### src/hdl/maf_pkg.sv
// maf_pkg: shared constants, sequencer states and control struct for the
// moving average filter. No dependencies; compiled first.

package maf_pkg;

  // fixed field widths of the item channels
  localparam int unsigned SampleW   = 16;
  localparam int unsigned AverageW  = 20;
  localparam int unsigned CountOutW = 4;

  // parameter defaults
  localparam int unsigned DefWindowDepth = 8;
  localparam int unsigned DefSampleBits  = 16;
  localparam int unsigned DefFracBits    = 4;

  // sequencer states
  typedef enum logic [2:0] {
    ST_IDLE,
    ST_UPDATE,
    ST_LOAD,
    ST_DIV,
    ST_OUT
  } maf_state_e;

  // strobes from the sequencer to the datapath
  typedef struct packed {
    logic take;       // input item accepted this cycle
    logic upd;        // write window slot, update sum, pointer, count
    logic div_start;  // load the divider
    logic out_load;   // capture result into the output register
  } maf_ctrl_t;

endpackage

### src/hdl/maf_sample_if.sv
// maf_sample_if: valid/ready channel carrying one sensor sample per item.
// Depends on maf_pkg for the field width.

interface maf_sample_if import maf_pkg::*; ();

  logic               valid;
  logic               ready;
  logic [SampleW-1:0] sample;

  modport source (output valid, output sample, input ready);
  modport sink   (input valid, input sample, output ready);

endinterface

### src/hdl/maf_result_if.sv
// maf_result_if: valid/ready channel carrying one window mean per item.
// Depends on maf_pkg for the field widths.

interface maf_result_if import maf_pkg::*; ();

  logic                 valid;
  logic                 ready;
  logic [AverageW-1:0]  average;
  logic [CountOutW-1:0] valid_count;

  modport source (output valid, output average, output valid_count, input ready);
  modport sink   (input valid, input average, input valid_count, output ready);

endinterface

### src/hdl/maf_window.sv
// maf_window: circular sample store, write pointer, fill count and running sum.
// Depends on maf_pkg for the control struct.

module maf_window import maf_pkg::*; #(
  parameter int unsigned WINDOW_DEPTH = DefWindowDepth,
  parameter int unsigned SAMPLE_BITS  = DefSampleBits
) (
  input  logic                                          clk_i,
  input  logic                                          rst_ni,
  input  maf_ctrl_t                                     ctrl_i,
  input  logic [SampleW-1:0]                            sample_i,
  output logic [$clog2(WINDOW_DEPTH+1)-1:0]             count_o,
  output logic [SAMPLE_BITS+$clog2(WINDOW_DEPTH)-1:0]   sum_o
);

  localparam int unsigned PtrW = (WINDOW_DEPTH > 1) ? $clog2(WINDOW_DEPTH) : 1;
  localparam int unsigned CntW = $clog2(WINDOW_DEPTH + 1);
  localparam int unsigned SumW = SAMPLE_BITS + $clog2(WINDOW_DEPTH);

  logic [SAMPLE_BITS-1:0] mem [WINDOW_DEPTH];
  logic [SAMPLE_BITS-1:0] smp_q;
  logic [SAMPLE_BITS-1:0] rd_q;
  logic [SAMPLE_BITS-1:0] old_smp;
  logic [PtrW-1:0]        wp_q, wp_d;
  logic [CntW-1:0]        cnt_q, cnt_d;
  logic [SumW-1:0]        sum_q, sum_d;
  logic                   full;

  // latch the sample and read the slot about to be overwritten
  always_ff @(posedge clk_i) begin
    if (ctrl_i.take) begin
      smp_q <= SAMPLE_BITS'(sample_i);
      rd_q  <= mem[wp_q];
    end
  end

  // store write
  always_ff @(posedge clk_i) begin
    if (ctrl_i.upd) begin
      mem[wp_q] <= smp_q;
    end
  end

  // slots not yet written read as zero until the window is full
  always_comb begin
    full    = (cnt_q == CntW'(WINDOW_DEPTH));
    old_smp = full ? rd_q : '0;
    sum_d   = sum_q - SumW'(old_smp) + SumW'(smp_q);
    wp_d    = (wp_q == PtrW'(WINDOW_DEPTH - 1)) ? '0 : wp_q + PtrW'(1);
    cnt_d   = full ? cnt_q : cnt_q + CntW'(1);
  end

  // pointer, fill count and running sum
  always_ff @(posedge clk_i or negedge rst_ni) begin
    if (!rst_ni) begin
      wp_q  <= '0;
      cnt_q <= '0;
      sum_q <= '0;
    end else if (ctrl_i.upd) begin
      wp_q  <= wp_d;
      cnt_q <= cnt_d;
      sum_q <= sum_d;
    end
  end

  assign count_o = cnt_q;
  assign sum_o   = sum_q;

endmodule

### src/hdl/maf_div.sv
// maf_div: bit-serial restoring divider, one quotient bit per cycle.
// Depends on maf_pkg for the control struct and the parameter defaults.

module maf_div import maf_pkg::*; #(
  parameter int unsigned DIV_W = DefSampleBits + 3 + DefFracBits,
  parameter int unsigned DEN_W = 4
) (
  input  logic             clk_i,
  input  logic             rst_ni,
  input  maf_ctrl_t        ctrl_i,
  input  logic [DIV_W-1:0] dividend_i,
  input  logic [DEN_W-1:0] divisor_i,
  output logic             busy_o,
  output logic [DIV_W-1:0] quotient_o
);

  localparam int unsigned StepW = $clog2(DIV_W + 1);

  logic [StepW-1:0] step_q;
  logic [DEN_W-1:0] den_q;
  logic [DEN_W-1:0] rem_q, rem_d;
  logic [DIV_W-1:0] quot_q, quot_d;
  logic [DEN_W:0]   trial;
  logic [DEN_W:0]   diff;
  logic             ge;

  // one restoring step: shift in the next dividend bit, trial subtract
  always_comb begin
    trial  = {rem_q, quot_q[DIV_W-1]};
    diff   = trial - {1'b0, den_q};
    ge     = (trial >= {1'b0, den_q});
    rem_d  = ge ? diff[DEN_W-1:0] : trial[DEN_W-1:0];
    quot_d = {quot_q[DIV_W-2:0], ge};
  end

  // step counter
  always_ff @(posedge clk_i or negedge rst_ni) begin
    if (!rst_ni) begin
      step_q <= '0;
    end else if (ctrl_i.div_start) begin
      step_q <= StepW'(DIV_W);
    end else if (step_q != '0) begin
      step_q <= step_q - StepW'(1);
    end
  end

  // remainder and dividend/quotient shift register
  always_ff @(posedge clk_i) begin
    if (ctrl_i.div_start) begin
      den_q  <= divisor_i;
      rem_q  <= '0;
      quot_q <= dividend_i;
    end else if (step_q != '0) begin
      rem_q  <= rem_d;
      quot_q <= quot_d;
    end
  end

  assign busy_o     = (step_q != '0);
  assign quotient_o = quot_q;

endmodule

### src/hdl/maf_ctrl.sv
// maf_ctrl: sequencer stepping one item through update, division and output.
// Depends on maf_pkg for the state enum and control struct.

module maf_ctrl import maf_pkg::*; (
  input  logic      clk_i,
  input  logic      rst_ni,
  input  logic      in_valid_i,
  input  logic      out_free_i,
  input  logic      div_busy_i,
  output logic      in_ready_o,
  output maf_ctrl_t ctrl_o
);

  maf_state_e state_q, state_d;

  // state register
  always_ff @(posedge clk_i or negedge rst_ni) begin
    if (!rst_ni) begin
      state_q <= ST_IDLE;
    end else begin
      state_q <= state_d;
    end
  end

  // next state
  always_comb begin
    state_d = state_q;
    case (state_q)
      ST_IDLE:   if (in_valid_i) state_d = ST_UPDATE;
      ST_UPDATE: state_d = ST_LOAD;
      ST_LOAD:   state_d = ST_DIV;
      ST_DIV:    if (!div_busy_i) state_d = ST_OUT;
      ST_OUT:    if (out_free_i) state_d = ST_IDLE;
      default:   state_d = ST_IDLE;
    endcase
  end

  // outputs
  always_comb begin
    in_ready_o = 1'b0;
    ctrl_o     = '0;
    case (state_q)
      ST_IDLE: begin
        in_ready_o  = 1'b1;
        ctrl_o.take = in_valid_i;
      end
      ST_UPDATE: ctrl_o.upd       = 1'b1;
      ST_LOAD:   ctrl_o.div_start = 1'b1;
      ST_DIV:    ctrl_o           = '0;
      ST_OUT:    ctrl_o.out_load  = out_free_i;
      default:   ctrl_o           = '0;
    endcase
  end

endmodule

### src/hdl/moving_average_filter_top.sv
// moving_average_filter_top: windowed mean of sensor samples.
// Depends on maf_pkg, maf_sample_if, maf_result_if, maf_window, maf_div, maf_ctrl.
//
//   channel   direction   payload                         handshake
//   in_i      sink        sample[15:0]                    valid / ready
//   out_o     source      average[19:0], valid_count[3:0] valid / ready
//
// one item at a time: after acceptance the sample passes through UPDATE and LOAD, then
// the bit-serial divider at one quotient bit per cycle, then OUT into the output register;
// the next item is taken once the sequencer is back in IDLE
// the result sits in an output register; the next item is taken while it waits
// a stalled output holds the sequencer only once the next result is ready
// reset clears pointer, fill count, sum and all handshake state at once

module moving_average_filter_top import maf_pkg::*; #(
  parameter int unsigned WINDOW_DEPTH = DefWindowDepth,
  parameter int unsigned SAMPLE_BITS  = DefSampleBits,
  parameter int unsigned FRAC_BITS    = DefFracBits
) (
  input  logic         clk_i,
  input  logic         rst_ni,
  maf_sample_if.sink   in_i,
  maf_result_if.source out_o
);

  localparam int unsigned CntW = $clog2(WINDOW_DEPTH + 1);
  localparam int unsigned SumW = SAMPLE_BITS + $clog2(WINDOW_DEPTH);
  localparam int unsigned DivW = SumW + FRAC_BITS;

  maf_ctrl_t             ctrl;
  logic [CntW-1:0]       count;
  logic [SumW-1:0]       sum;
  logic [DivW-1:0]       dividend;
  logic [DivW-1:0]       quotient;
  logic                  div_busy;
  logic                  out_free;
  logic                  out_valid_q;
  logic [AverageW-1:0]   avg_q;
  logic [CountOutW-1:0]  cnt_q;

  // sequencer
  maf_ctrl u_ctrl (
    .clk_i      (clk_i),
    .rst_ni     (rst_ni),
    .in_valid_i (in_i.valid),
    .out_free_i (out_free),
    .div_busy_i (div_busy),
    .in_ready_o (in_i.ready),
    .ctrl_o     (ctrl)
  );

  // window store and running sum
  maf_window #(
    .WINDOW_DEPTH (WINDOW_DEPTH),
    .SAMPLE_BITS  (SAMPLE_BITS)
  ) u_window (
    .clk_i    (clk_i),
    .rst_ni   (rst_ni),
    .ctrl_i   (ctrl),
    .sample_i (in_i.sample),
    .count_o  (count),
    .sum_o    (sum)
  );

  // scale the sum to fixed point before dividing by the fill count
  assign dividend = DivW'(sum) << FRAC_BITS;

  maf_div #(
    .DIV_W (DivW),
    .DEN_W (CntW)
  ) u_div (
    .clk_i      (clk_i),
    .rst_ni     (rst_ni),
    .ctrl_i     (ctrl),
    .dividend_i (dividend),
    .divisor_i  (count),
    .busy_o     (div_busy),
    .quotient_o (quotient)
  );

  // output register
  assign out_free = !out_valid_q || out_o.ready;

  always_ff @(posedge clk_i or negedge rst_ni) begin
    if (!rst_ni) begin
      out_valid_q <= 1'b0;
    end else if (ctrl.out_load) begin
      out_valid_q <= 1'b1;
    end else if (out_o.ready) begin
      out_valid_q <= 1'b0;
    end
  end

  always_ff @(posedge clk_i) begin
    if (ctrl.out_load) begin
      avg_q <= AverageW'(quotient);
      cnt_q <= CountOutW'(count);
    end
  end

  assign out_o.valid       = out_valid_q;
  assign out_o.average     = avg_q;
  assign out_o.valid_count = cnt_q;

  // checks
  a_ready_not_busy : assert property (@(posedge clk_i) disable iff (!rst_ni)
    in_i.ready |-> !div_busy)
    else $error("input ready while the divider is running");

  a_one_item : assert property (@(posedge clk_i) disable iff (!rst_ni)
    (in_i.valid && in_i.ready) |=> !in_i.ready)
    else $error("second item taken before the first finished");

  a_count_range : assert property (@(posedge clk_i) disable iff (!rst_ni)
    count <= CntW'(WINDOW_DEPTH))
    else $error("fill count beyond window depth");

  a_load_free : assert property (@(posedge clk_i) disable iff (!rst_ni)
    ctrl.out_load |-> (!out_valid_q || out_o.ready))
    else $error("result overwrote an item not yet taken");

endmodule

### src/flat_wrapper.sv
// flat-port wrapper written by rule: the top's interface ports become plain ports
module moving_average_filter_top_flat import maf_pkg::*;
#(
  parameter int unsigned WINDOW_DEPTH = DefWindowDepth,
  parameter int unsigned SAMPLE_BITS  = DefSampleBits,
  parameter int unsigned FRAC_BITS    = DefFracBits
)
  (clk_i, rst_ni, in_i_valid, in_i_sample, in_i_ready, out_o_valid, out_o_average, out_o_valid_count, out_o_ready);
  maf_sample_if in_i_i ();
  maf_result_if out_o_i ();
  input  logic clk_i;
  input  logic rst_ni;
  input wire logic [$bits(in_i_i.valid)-1:0] in_i_valid;
  input wire logic [$bits(in_i_i.sample)-1:0] in_i_sample;
  output wire logic [$bits(in_i_i.ready)-1:0] in_i_ready;
  output wire logic [$bits(out_o_i.valid)-1:0] out_o_valid;
  output wire logic [$bits(out_o_i.average)-1:0] out_o_average;
  output wire logic [$bits(out_o_i.valid_count)-1:0] out_o_valid_count;
  input wire logic [$bits(out_o_i.ready)-1:0] out_o_ready;
  assign in_i_i.valid = in_i_valid;
  assign in_i_i.sample = in_i_sample;
  assign in_i_ready = in_i_i.ready;
  assign out_o_valid = out_o_i.valid;
  assign out_o_average = out_o_i.average;
  assign out_o_valid_count = out_o_i.valid_count;
  assign out_o_i.ready = out_o_ready;
  moving_average_filter_top #(.WINDOW_DEPTH(WINDOW_DEPTH), .SAMPLE_BITS(SAMPLE_BITS), .FRAC_BITS(FRAC_BITS)) u_core (.clk_i(clk_i), .rst_ni(rst_ni), .in_i(in_i_i), .out_o(out_o_i));
endmodule
### config.mk
export PLATFORM = sky130hd
export DESIGN_NAME = moving_average_filter_top_flat
export DESIGN_NICKNAME = d
export VERILOG_FILES = /design/src/hdl/maf_pkg.sv /design/src/hdl/maf_sample_if.sv /design/src/hdl/maf_result_if.sv /design/src/hdl/maf_window.sv /design/src/hdl/maf_div.sv /design/src/hdl/maf_ctrl.sv /design/src/hdl/moving_average_filter_top.sv /design/src/flat_wrapper.sv
export SDC_FILE = /design/constraint.sdc
export NUM_CORES = 1
export LEC_CHECK = 0
export BUFFER_PORTS_ARGS = -buffer_cell sky130_fd_sc_hd__buf_2
export CORE_ASPECT_RATIO = 0.5
export CORE_MARGIN = 2
export CORE_UTILIZATION = 45
export CTS_BUF_LIST = sky130_fd_sc_hd__clkbuf_4 sky130_fd_sc_hd__clkbuf_8
export DETAILED_ROUTE_END_ITERATION = 8
export PLACE_DENSITY = 0.58
export SYNTH_ARGS = -nofsm -noshare
export SYNTH_HDL_FRONTEND = slang
export SYNTH_SLANG_ARGS = --single-unit
export TNS_END_PERCENT = 1
### constraint.sdc
create_clock -name clk_i -period 4 [get_ports clk_i]
set_input_delay 0.8 -clock clk_i [delete_from_list [all_inputs] [get_ports clk_i]]
set_output_delay 0.8 -clock clk_i [all_outputs]
set_load 0.005 [all_outputs]
== Word level (Yosys, flattened, before mapping) ==
Memories as Yosys holds them, arrays and structs flattened. A register that Yosys moved wholly into a read port is not among the register bits.
Cells that the tools add are included.
Storage, ports and cells
  flip-flop bits (word level): 106
  bits in writable memories: 128
  input port bits: 20
  output and inout bits: 26
  word-level logic and storage cells: 59
  memories: 1
Operators by class
  add/sub/neg operators: 6
  magnitude comparators: 1
  equal/unequal tests: 9
  multiplexer cells: 20
  bitwise gates (word level): 1
  reduce and logical (&&, ||, !) cells: 8
Memories
  u_core.u_window.mem: depth 8, bits a word 16, read ports 1, clocked after memory_dff 1, write ports 1, RTL line maf_window.sv:20  | logic [SAMPLE_BITS-1:0] mem [WINDOW_DEPTH];
Operators by type and width (number)
  $mux 23: 2
  $add 19x16->19: 1
  $sub 19x16->19: 1
  $mux 16: 1
  $pmux 3 s5: 1
  $mux 3: 4
  $mux 5: 2
  $mux 1: 9
  $eq 3x2->1 const B: 2
  $eq 3x3->1 const B: 2
  $ne 2x2->1 const B: 3
  $ge 5x4->1: 1
  $reduce_bool 5->1: 1
  $sub 5x1->5 const B: 1
  $add 4x1->4 const B: 1
  $eq 4x4->1 const B: 1
  $mux 4: 1
  $reduce_bool 2->1: 2
  $sub 4x4->4: 1
  $add 3x1->3 const B: 1
  $eq 3x1->1 const B: 1
  $logic_not 3->1: 1
  $reduce_and 3->1: 1
  $reduce_and 2->1: 1
  other kinds (3): 3

== Depth between registers and ports, before layout ==
Gate-level depths: netlist (run 1).
  depth after elaboration: 4
  depth in mapped cells: 17
  gate-level depth less buffers: 15

== Hierarchy ==
A second synthesis (run 1) with hierarchy kept.
Second synthesis, totals
  cell total of the unflattened synthesis: 793
  area total of the unflattened synthesis: 11213.3 sq um
Modules (own cells, without submodules)
  maf_window: times used 1, cells each 630, area an instance 8572.0 sq um, sequential area each 5455.2 sq um
  maf_div: times used 1, cells each 118, area an instance 1699.1 sq um, sequential area each 1016.0 sq um
  moving_average_filter_top: times used 1, cells each 28, area an instance 772.0 sq um, sequential area each 745.7 sq um
  maf_ctrl: times used 1, cells each 17, area an instance 170.2 sq um, sequential area each 75.1 sq um

== Worst setup path before layout (run 1) ==
Ideal clock, no wire load.
  kind: flip-flop to flip-flop
  start point: reg u_core.u_window.cnt_q[0] (netlist: u_core.u_window.count_o[0])
  end point: reg u_core.u_window.sum_q[17] (netlist: u_core.u_window.sum_o[17])
  setup time: 0.131 ns
  data arrival time: 3.216 ns
  required time: 3.869 ns
  setup slack: 0.653 ns
  stages on the path, launching flop included: 18
  buffers on the path: 3
  period minus slack after synthesis: 3.347 ns
  cells stage by stage: dfrtp_1 > inv_1 > ha_1 > and3b_1 > clkbuf_1 > clkbuf_1 > and2_1 > fa_1 > inv_1 > ha_1 > buf_6 > a21o_1 > a31oi_1 > or3b_1 > o211ai_2 > a311oi_1 > xor2_1 > o21ai_1
On the way
  longest elaborated chain between the ends: 4
Ends and longest elaborated chain
  start: declaration: RTL line maf_window.sv:25  | logic [CntW-1:0] cnt_q, cnt_d;
  start signal: assignment: RTL line maf_window.sv:61  | cnt_q <= cnt_d;
  $eq 4x4->1: RTL line maf_window.sv:46  | full = (cnt_q == CntW'(WINDOW_DEPTH));
  $mux 16: RTL line maf_window.sv:47  | old_smp = full ? rd_q : '0;
  $sub 19x16->19: RTL line maf_window.sv:48  | sum_d = sum_q - SumW'(old_smp) + SumW'(smp_q);
  $add 19x16->19: RTL line maf_window.sv:48
  end signal: assignment: RTL line maf_window.sv:62  | sum_q <= sum_d;
  end: declaration: RTL line maf_window.sv:26  | logic [SumW-1:0] sum_q, sum_d;
No other way between the ends.
A chain may end at the register's enable or synchronous reset.

== Worst setup path after layout (run 1) ==
  start point: reg u_core.u_window.cnt_q[0] (netlist: u_core.u_window.count_o[0])
  end point: reg u_core.u_window.sum_q[14] (netlist: u_core.u_window.sum_o[14])
Same word-level chain as after synthesis.

==> results.md, run 1 <==
* Clk slew on worst S/H paths at 70 ps
* # rows at 40
* Max-Cap Viols at 0
* CTS tree: done
* Endpoints failing hold at 0
* Syn. warnings at 0
* Reg power frac at 0.424
* WS Path Type: reg -> reg
* RSZ-0062 raised after global routing: no
* Global route overflow at 0
* Post-CTS Hold Buffers at 0
* Core area at 24000 µm²
* Max Fanout on Critical Path at 17
* DR vias at 6501
* Die width at 225 µm
* Fin Clk Skew at 21.8 ps
* Area of the die at ~26000 µm²
* Worst EP required at 4480 ps
* Routed wire length at approximately 23000 µm
* Reg area at roughly 7300 µm²
* Nets@finish at approximately 950
* CTS Root Cell: clkbuf_8
* Largest net degree at the start of global routing at between 40 and 50
* Top cells by area, synth: edfxtp_1 56%, dfrtp_1 8.0%, ha_1 3.2%, fa_1 3.1%, inv_1 2.8%
* Post-DP HPWL at between 15000 and 20000 µm
* Num CTS Buffers at 38
* H-tree Lvls at 2
* First-pass GRT wire length at approximately 37000 µm
* Initial Utilization at 0.458
* Sequential area share after synthesis at 0.659
* Syn nets at just under 900
* Max Fclk at between 200 and 300 MHz
* Most frequent cells in the layout: 207 x edfxtp_1, 82 x inv_1, 77 x nand2_1, 46 x o21ai_0, 45 x buf_2
* Vias per cell at approximately 5.3
* VDD IR max at ~250 µV
* Worst Tran Pin Value at about 1100 ps
* Syn avg cell area at roughly 13 µm²
* DRT iter0 DRCs at 722
* ANT nets after route at 0
* Crit path time final at 3580 ps
* Mapped Cells at between 800 and 900
* DRC Markers at 0
* Startpoint types: flop
* Fill cells at roughly 2100
* Area Growth Syn to Fin at 12.2%
* P_sw at roughly 3.0 mW
* Number of diodes at 0
* Total setup buffers inserted after CTS at 0
* Worst-path cell chain: inv_1, ha_1, and3b_1, and2_1, fa_1, inv_1, fa_1, a21o_2, nand4_1, a21oi_2, a21oi_2, o31ai_2, or4_1, nand3_1
* Number of synthesized flops with an enable pin at about 210
* Layout cell share with drive strength beyond 1 at 0.184
* Hold WC Path Type: in -> async
* Max_slew headroom at 0.256
* Largest area contributor in the synthesized netlist: edfxtp_1
* Post-CTS Resized at 0
* Area share of the largest cell type after synthesis at 0.565
* Vias in the first global route at 6476
* Worst Setup SP: u_core.u_window.count_o[0]
* Clock insertion delay at the later pin of the skew report at 560 ps
* Post-route clock period utilization at 0.894
* Setup TNS at 0 ps
* Final setup vio count at 0
* Internal power at about 5.5 mW
* CP max stage cell: fa_1
* Area taken by multi-input logic gates at around 3300 µm²
* DRT Pass-1 Iters at 5
* Sw frac at 0.353
* Yosys reg bits at between 200 and 300
* All-Layer GR Usage at 0.189
* Top-Level Pins at 46
* Crit end category: flop
* Power share of the clock group at 0.241
* Die Y at 115 µm
* Prevailing post-synth register cell: edfxtp_1
* Crit path DAT at just over 4000 ps
* Slew Viols, Final at 0
* Library cells used by synthesis at a little over 60
* Worst path max stage delay at 470 ps
* Clk sinks at 250
* Ys async rst share at 0.140
* # port buffers at 45
* Combinational share of power at 0.335
* Netlist area before placement at 11000 µm²
* RR Startpoint: u_core.u_window.count_o[0]
* PwrDens at 686 nW/µm²
* WL/cell at approximately 19 µm
* Longest Clk Path Bufs at 3
* Antenna violations before repair at 0
* Outcome: finished clean
* Lkg Pwr at roughly 4.7 nW
* RePlAce Congestion at ~0.87
* Post-layout util at 0.514
* Commonest non-fill, non-tap cell in the layout: edfxtp_1
-- cells in the mapped netlist, types with 3 or more instances --
master / instances
edfxtp_1: 207
inv_1: 82
nand2_1: 77
o21ai_0: 46
nor2_1: 39
dfrtp_1: 35
a21oi_1: 28
ha_1: 28
nand3_1: 23
and2_1: 18
clkbuf_1: 17
fa_1: 17
nor3_1: 14
a221oi_1: 13
buf_2: 13
mux2_2: 13
mux2i_1: 13
mux4_2: 10
xnor2_1: 10
dfxtp_1: 8
a21o_1: 7
nand4_1: 7
o22ai_1: 7
xor2_1: 7
a22oi_1: 6
a31oi_1: 5
o221ai_1: 5
and3_1: 4
buf_1: 4
o211ai_1: 4
or3_1: 4
a211oi_1: 3
a21oi_2: 3
and3_2: 3
nand2b_1: 3
nor2b_1: 3
o21bai_1: 3
-- kinds of logic (layout without fill, tap and decap cells) --
group | count (synthesis) | in the layout | share of synthesized area
AOI/OAI and AO/OA | 147 | 147 | 0.0866
xor gates and xnor gates | 17 | 17 | 0.0135
adders and majority gates | 45 | 45 | 0.0628
buffers and inverters | 120 | 216 | 0.0443
DFF | 250 | 250 | 0.659
muxes | 36 | 36 | 0.0456
and+or+nand+nor | 205 | 205 | 0.0881
-- flip-flops by register name (all words and copies together) (netlist names) --
name / count
u_core.out_o.average: 20
u_core.out_o.valid: 1
u_core.out_o.valid_count: 4
u_core.u_ctrl.state_q: 3
u_core.u_div.den_q: 4
u_core.u_div.quotient_o: 23
u_core.u_div.rem_q: 4
u_core.u_div.step_q: 5
u_core.u_window.count_o: 4
u_core.u_window.mem: 128
u_core.u_window.rd_q: 16
u_core.u_window.smp_q: 16
u_core.u_window.sum_o: 19
u_core.u_window.wp_q: 3
-- path summary, 6_finish.rpt --
kind                                        endpoint  slack (ps)  cells after the start
min in group clk_i          u_core.u_window.smp_q[8]         420                      1
setup reg to reg           u_core.u_window.sum_o[14]         420                     14
hold reg to reg             u_core.out_o.average[13]         450                      0
setup / recovery           u_core.u_window.sum_o[14]         420                     14
hold / removal             u_core.u_window.sum_o[18]         350                      1
max in group asynchronous    u_core.u_window.wp_q[2]        3060                      1
-- stage by stage --
step           worst slack [ps]  std cells  cell area, µm²  power, mW  hold WS (ps)
2_1_floorplan               653        820           11000       5.70           426
3_3_place_gp                490       1164           11600       6.42           435
3_5_place_dp                416       1164           11600       6.47           435
4_1_cts                     393       1231           12400       8.53           356
5_1_grt                     160       1231           12400       9.06           385
6_report                    424       1231           12400       8.48           351
-- routing by layer --
layer  share of wire  track usage  vias to the layer above
met5               0            0                        -
met3           0.062       0.0444                       45
met1            0.51        0.285                     3159
met2            0.41        0.273                      190
li1                -            -                     3107
met4           0.018       0.0530                        0
-- cell type report --
type	count	area share
Timing Repair Buffer	66	0.0310
Clock buffer	54	0.0526
Tap cell	315	0.0319
Inverter	83	0.0252
Clock inverter	13	0.00557
Multi-Input combinational cell	450	0.267
Sequential cell	250	0.587
-- power by group through the flow --
stage | clock network, mW | logic, mW | registers, mW
2_1_floorplan | 0 | 2.22 | 3.47
3_3_place_gp | 0 | 2.78 | 3.63
3_5_place_dp | 0 | 2.82 | 3.65
4_1_cts | 2.09 | 2.83 | 3.60
5_1_grt | 2.21 | 3.20 | 3.65
6_report | 2.04 | 2.84 | 3.59
-- worst max-delay path, delay by kind of cell, from the launching register on --
kind | cells | cell delay (ps)
compound gates | 4 | 660
fa+ha+maj | 3 | 1120
simple gates | 5 | 1180
flops | 1 | 400
buf+inv | 2 | 160
Note: power is estimated with default switching activity, not from simulation.
==> run 2: changes to the inputs <==
--- a/config.mk
+++ b/config.mk
@@ -5,13 +5,14 @@
 export SDC_FILE = /design/constraint.sdc
 export NUM_CORES = 1
 export LEC_CHECK = 0
+export ABC_AREA = 1
 export BUFFER_PORTS_ARGS = -buffer_cell sky130_fd_sc_hd__buf_2
 export CORE_ASPECT_RATIO = 0.5
 export CORE_MARGIN = 2
 export CORE_UTILIZATION = 45
 export CTS_BUF_LIST = sky130_fd_sc_hd__clkbuf_4 sky130_fd_sc_hd__clkbuf_8
 export DETAILED_ROUTE_END_ITERATION = 8
-export PLACE_DENSITY = 0.58
+export PLACE_DENSITY_LB_ADDON = 0.1
 export SYNTH_ARGS = -nofsm -noshare
 export SYNTH_HDL_FRONTEND = slang
 export SYNTH_SLANG_ARGS = --single-unit
==> run 2 against run 1 <==
Net effect:
- sequential cell count unchanged
- wire length up 4.1%
- worst hold slack gained 28 ps
- largest cell class unchanged
- largest power group unchanged
==> results.md, run 2 <==
* Area Growth Syn to Fin at 12.6%
* Ys async rst share at 0.140 (unchanged)
* # rows at 40 (unchanged)
* Combinational share of power at 0.388 (+0.053)
* Post-CTS Hold Buffers at 0 (unchanged)
* Nets@finish at 1089 (+14%)
* Commonest non-fill, non-tap cell in the layout: edfxtp_1
* Top cells by area, synth: edfxtp_1 56%, dfrtp_1 7.9%, nand2_1 6.5%, inv_1 4.9%, ha_1 3.2%
* ANT nets after route at 0 (unchanged)
* WS Path Type: reg -> reg
* Most frequent cells in the layout: 207 x edfxtp_1, 191 x nand2_1, 143 x inv_1, 60 x nor2_1, 53 x nand3_1
* Longest Clk Path Bufs at 3 (unchanged)
* Max Fclk at 301 MHz (+7.7%)
* Most instantiated cells after synthesis: 207 x edfxtp_1, 191 x nand2_1, 143 x inv_1, 61 x nor2_1, 53 x nand3_1
* Global route overflow at 0 (unchanged)
* H-tree Lvls at 2 (unchanged)
* Area of the die at 25800 µm² (+0.19%)
* # port buffers at 45 (unchanged)
* Post-DP HPWL at 15200 µm (-0.97%)
* DRT iter0 DRCs at 557 (-23%)
* Max Fanout on Critical Path at 17 (unchanged)
* Post-CTS Resized at 0 (unchanged)
* Worst Tran Pin Value at 899 ps (-217 ps)
* DR vias at 6831 (+5.1%)
* Reg power frac at 0.395 (-0.029)
* Num CTS Buffers at 38 (unchanged)
* Endpoints failing hold at 0 (unchanged)
* Netlist area before placement at 11000 µm² (+0.19%)
* Initial Utilization at 0.459 (+0.000885)
* Top-Level Pins at 46 (unchanged)
* Clk slew on worst S/H paths at 70 ps (about the same)
* Slew Viols, Final at 0 (unchanged)
* R2r setup slk at 680 ps (+260 ps)
* Lkg Pwr at 5.21 nW (+10%)
* DRT Pass-1 Iters at 5 (unchanged)
* Startpoint types: flop
* Vias in the first global route at 6895 (+6.5%)
* Max reg flops at 128 (unchanged)
* Sw frac at 0.385 (+0.0317)
* Clock insertion delay at the later pin of the skew report at 560 ps (about the same)
* Antenna violations before repair at 0 (unchanged)
* DRC Markers at 0 (unchanged)
* Die width at 225 µm (about the same)
* Hold WC Path Type: in -> async
* Number of synthesized flops with an enable pin at 207 (unchanged)
* RePlAce Congestion at 0.829 (-4.6%)
* RSZ-0062 raised after global routing: no
* Mapped Cells at 945 (+15%)
* Final setup vio count at 0 (unchanged)
* First-pass GRT wire length at 38000 µm (+3.6%)
* Yosys reg bits at 250 (unchanged)
* Largest net degree at the start of global routing at 46 (+9.5%)
* Area share of the largest cell type after synthesis at 0.564 (-0.00109)
* Max_slew headroom at 0.401 (+0.145)
* Die Y at 115 µm (about the same)
* Power share of the clock group at 0.217 (-0.024)
* P_sw at 3.84 mW (+28%)
* Syn avg cell area at 11.7 µm² (-13%)
* Sequential area share after synthesis at 0.658 (-0.00127)
* Syn nets at 1010 (+14%)
* Clk sinks at 250 (unchanged)
* Post-route clock period utilization at 0.830 (-0.0638)
* Syn. warnings at 0 (unchanged)
* Prevailing post-synth register cell: edfxtp_1
* Crit path time final at 3320 ps (-255 ps)
* Fin Clk Skew at 23.8 ps (+2.03 ps)
* Largest area contributor in the synthesized netlist: edfxtp_1
* WL/cell at 17.6 µm (-6.3%)
* Worst EP required at 4430 ps (-50 ps)
* Core area at 24000 µm² (unchanged)
* Power after layout at 9.99 mW (+18%)
* Number of diodes at 0 (unchanged)
* Outcome: finished clean
* Internal power at 6.14 mW (+12%)
* VDD IR max at 282 µV (+14%)
* CTS tree: done
* Layout cell share with drive strength beyond 1 at 0.149 (-0.0353)
* PwrDens at 805 nW/µm² (+17%)
* Total setup buffers inserted after CTS at 0 (unchanged)
* All-Layer GR Usage at 0.197 (+0.00764)
* Setup TNS at 0 ps (unchanged)
* Crit end category: flop
* Routed wire length at 24000 µm (+4.1%)
* Largest Register: u_core.u_window.mem
* Most numerous cell in the Yosys netlist: edfxtp_1
* Crit path DAT at 3750 ps (-310 ps)
* Vias per cell at 5.00 (-5.4%)
* Library cells used by synthesis at 41 (-34%)
* Max-Cap Viols at 0 (unchanged)
* Fill cells at 2151 (+4.8%)
* CTS Root Cell: clkbuf_8
-- run 2: cell families (layout without fill, tap and decap cells) --
kind of cell,Yosys count,after routing,synth area share
AOI/OAI and AO/OA,117,117,0.0700
and+or+nand+nor,340,340,0.133
xor gates and xnor gates,15,15,0.0119
DFF,250,250,0.658
adders and majority gates,45,45,0.0626
buffers and inverters,178,285,0.0649
-- run 2: routing by layer --
metal	part of all wire	GRT usage
met5	0	0
met4	0.016	0.0561
met3	0.050	0.0431
met2	0.44	0.306
met1	0.49	0.280
-- run 2: path summary, 6_finish.rpt --
check | startpoint | endpoint | cells after the start
min in group clk_i | in_i_sample[10] | u_core.u_window.smp_q[10] | 1
worst min register to register | u_core.u_div.quotient_o[19] | u_core.out_o.average[19] | 0
worst min-delay path | rst_ni | u_core.u_window.wp_q[0] | 1
worst max register to register | u_core.u_window.count_o[0] | u_core.u_window.sum_o[17] | 16
worst max-delay path | u_core.u_window.count_o[0] | u_core.u_window.sum_o[17] | 16
max in group asynchronous | rst_ni | u_core.u_window.sum_o[2] | 1
-- run 2: power groups by stage --
stage / clock network, mW / registers, mW / logic, mW
finish: 2.17 / 3.94 / 3.87
global route: 2.34 / 4.01 / 4.49
CTS: 2.23 / 3.94 / 3.91
detailed placement: 0 / 3.99 / 3.89
global placement: 0 / 3.98 / 3.82
floorplan: 0 / 3.88 / 2.96
-- run 2: stage by stage --
| stage | hold slack, ps | worst slack [ps] | area, µm² | instances | utilization |
|---|---|---|---|---|---|
| 2_1_floorplan | 425 | 479 | 11000 | 945 | - |
| 3_3_place_gp | 437 | 783 | 11600 | 1299 | 0.484 |
| 3_5_place_dp | 444 | 701 | 11600 | 1299 | 0.484 |
| 4_1_cts | 376 | 677 | 12400 | 1367 | 0.517 |
| 5_1_grt | 384 | 298 | 12400 | 1367 | 0.517 |
| 6_report | 379 | 679 | 12400 | 1367 | 0.517 |
-- run 2: final cells by class --
class                   instances  area (µm²)  share of cell area
clock inverters                 9        81.3             0.00655
flip-flops and latches        250        7250               0.584
repair buffers                 59         330              0.0266
multi-input cells             517        3070               0.247
clock buffers                  59         693              0.0559
inverters                     158         593              0.0478
well taps                     315         394              0.0318
-- run 2: critical path, stage by stage (launching register included) --
cell and delay [ps]:
dfrtp_1 400, inv_1 100, ha_1 200, nand3_1 540, nor2_1 120, fa_1 500, inv_1 40, ha_1 380
nand2_1 120, nor2_1 160, nand3_1 110, nand3_1 160, nand2_1 100, nand2_1 70, nand2_1 60, nand3_1 80
nand2_1 50
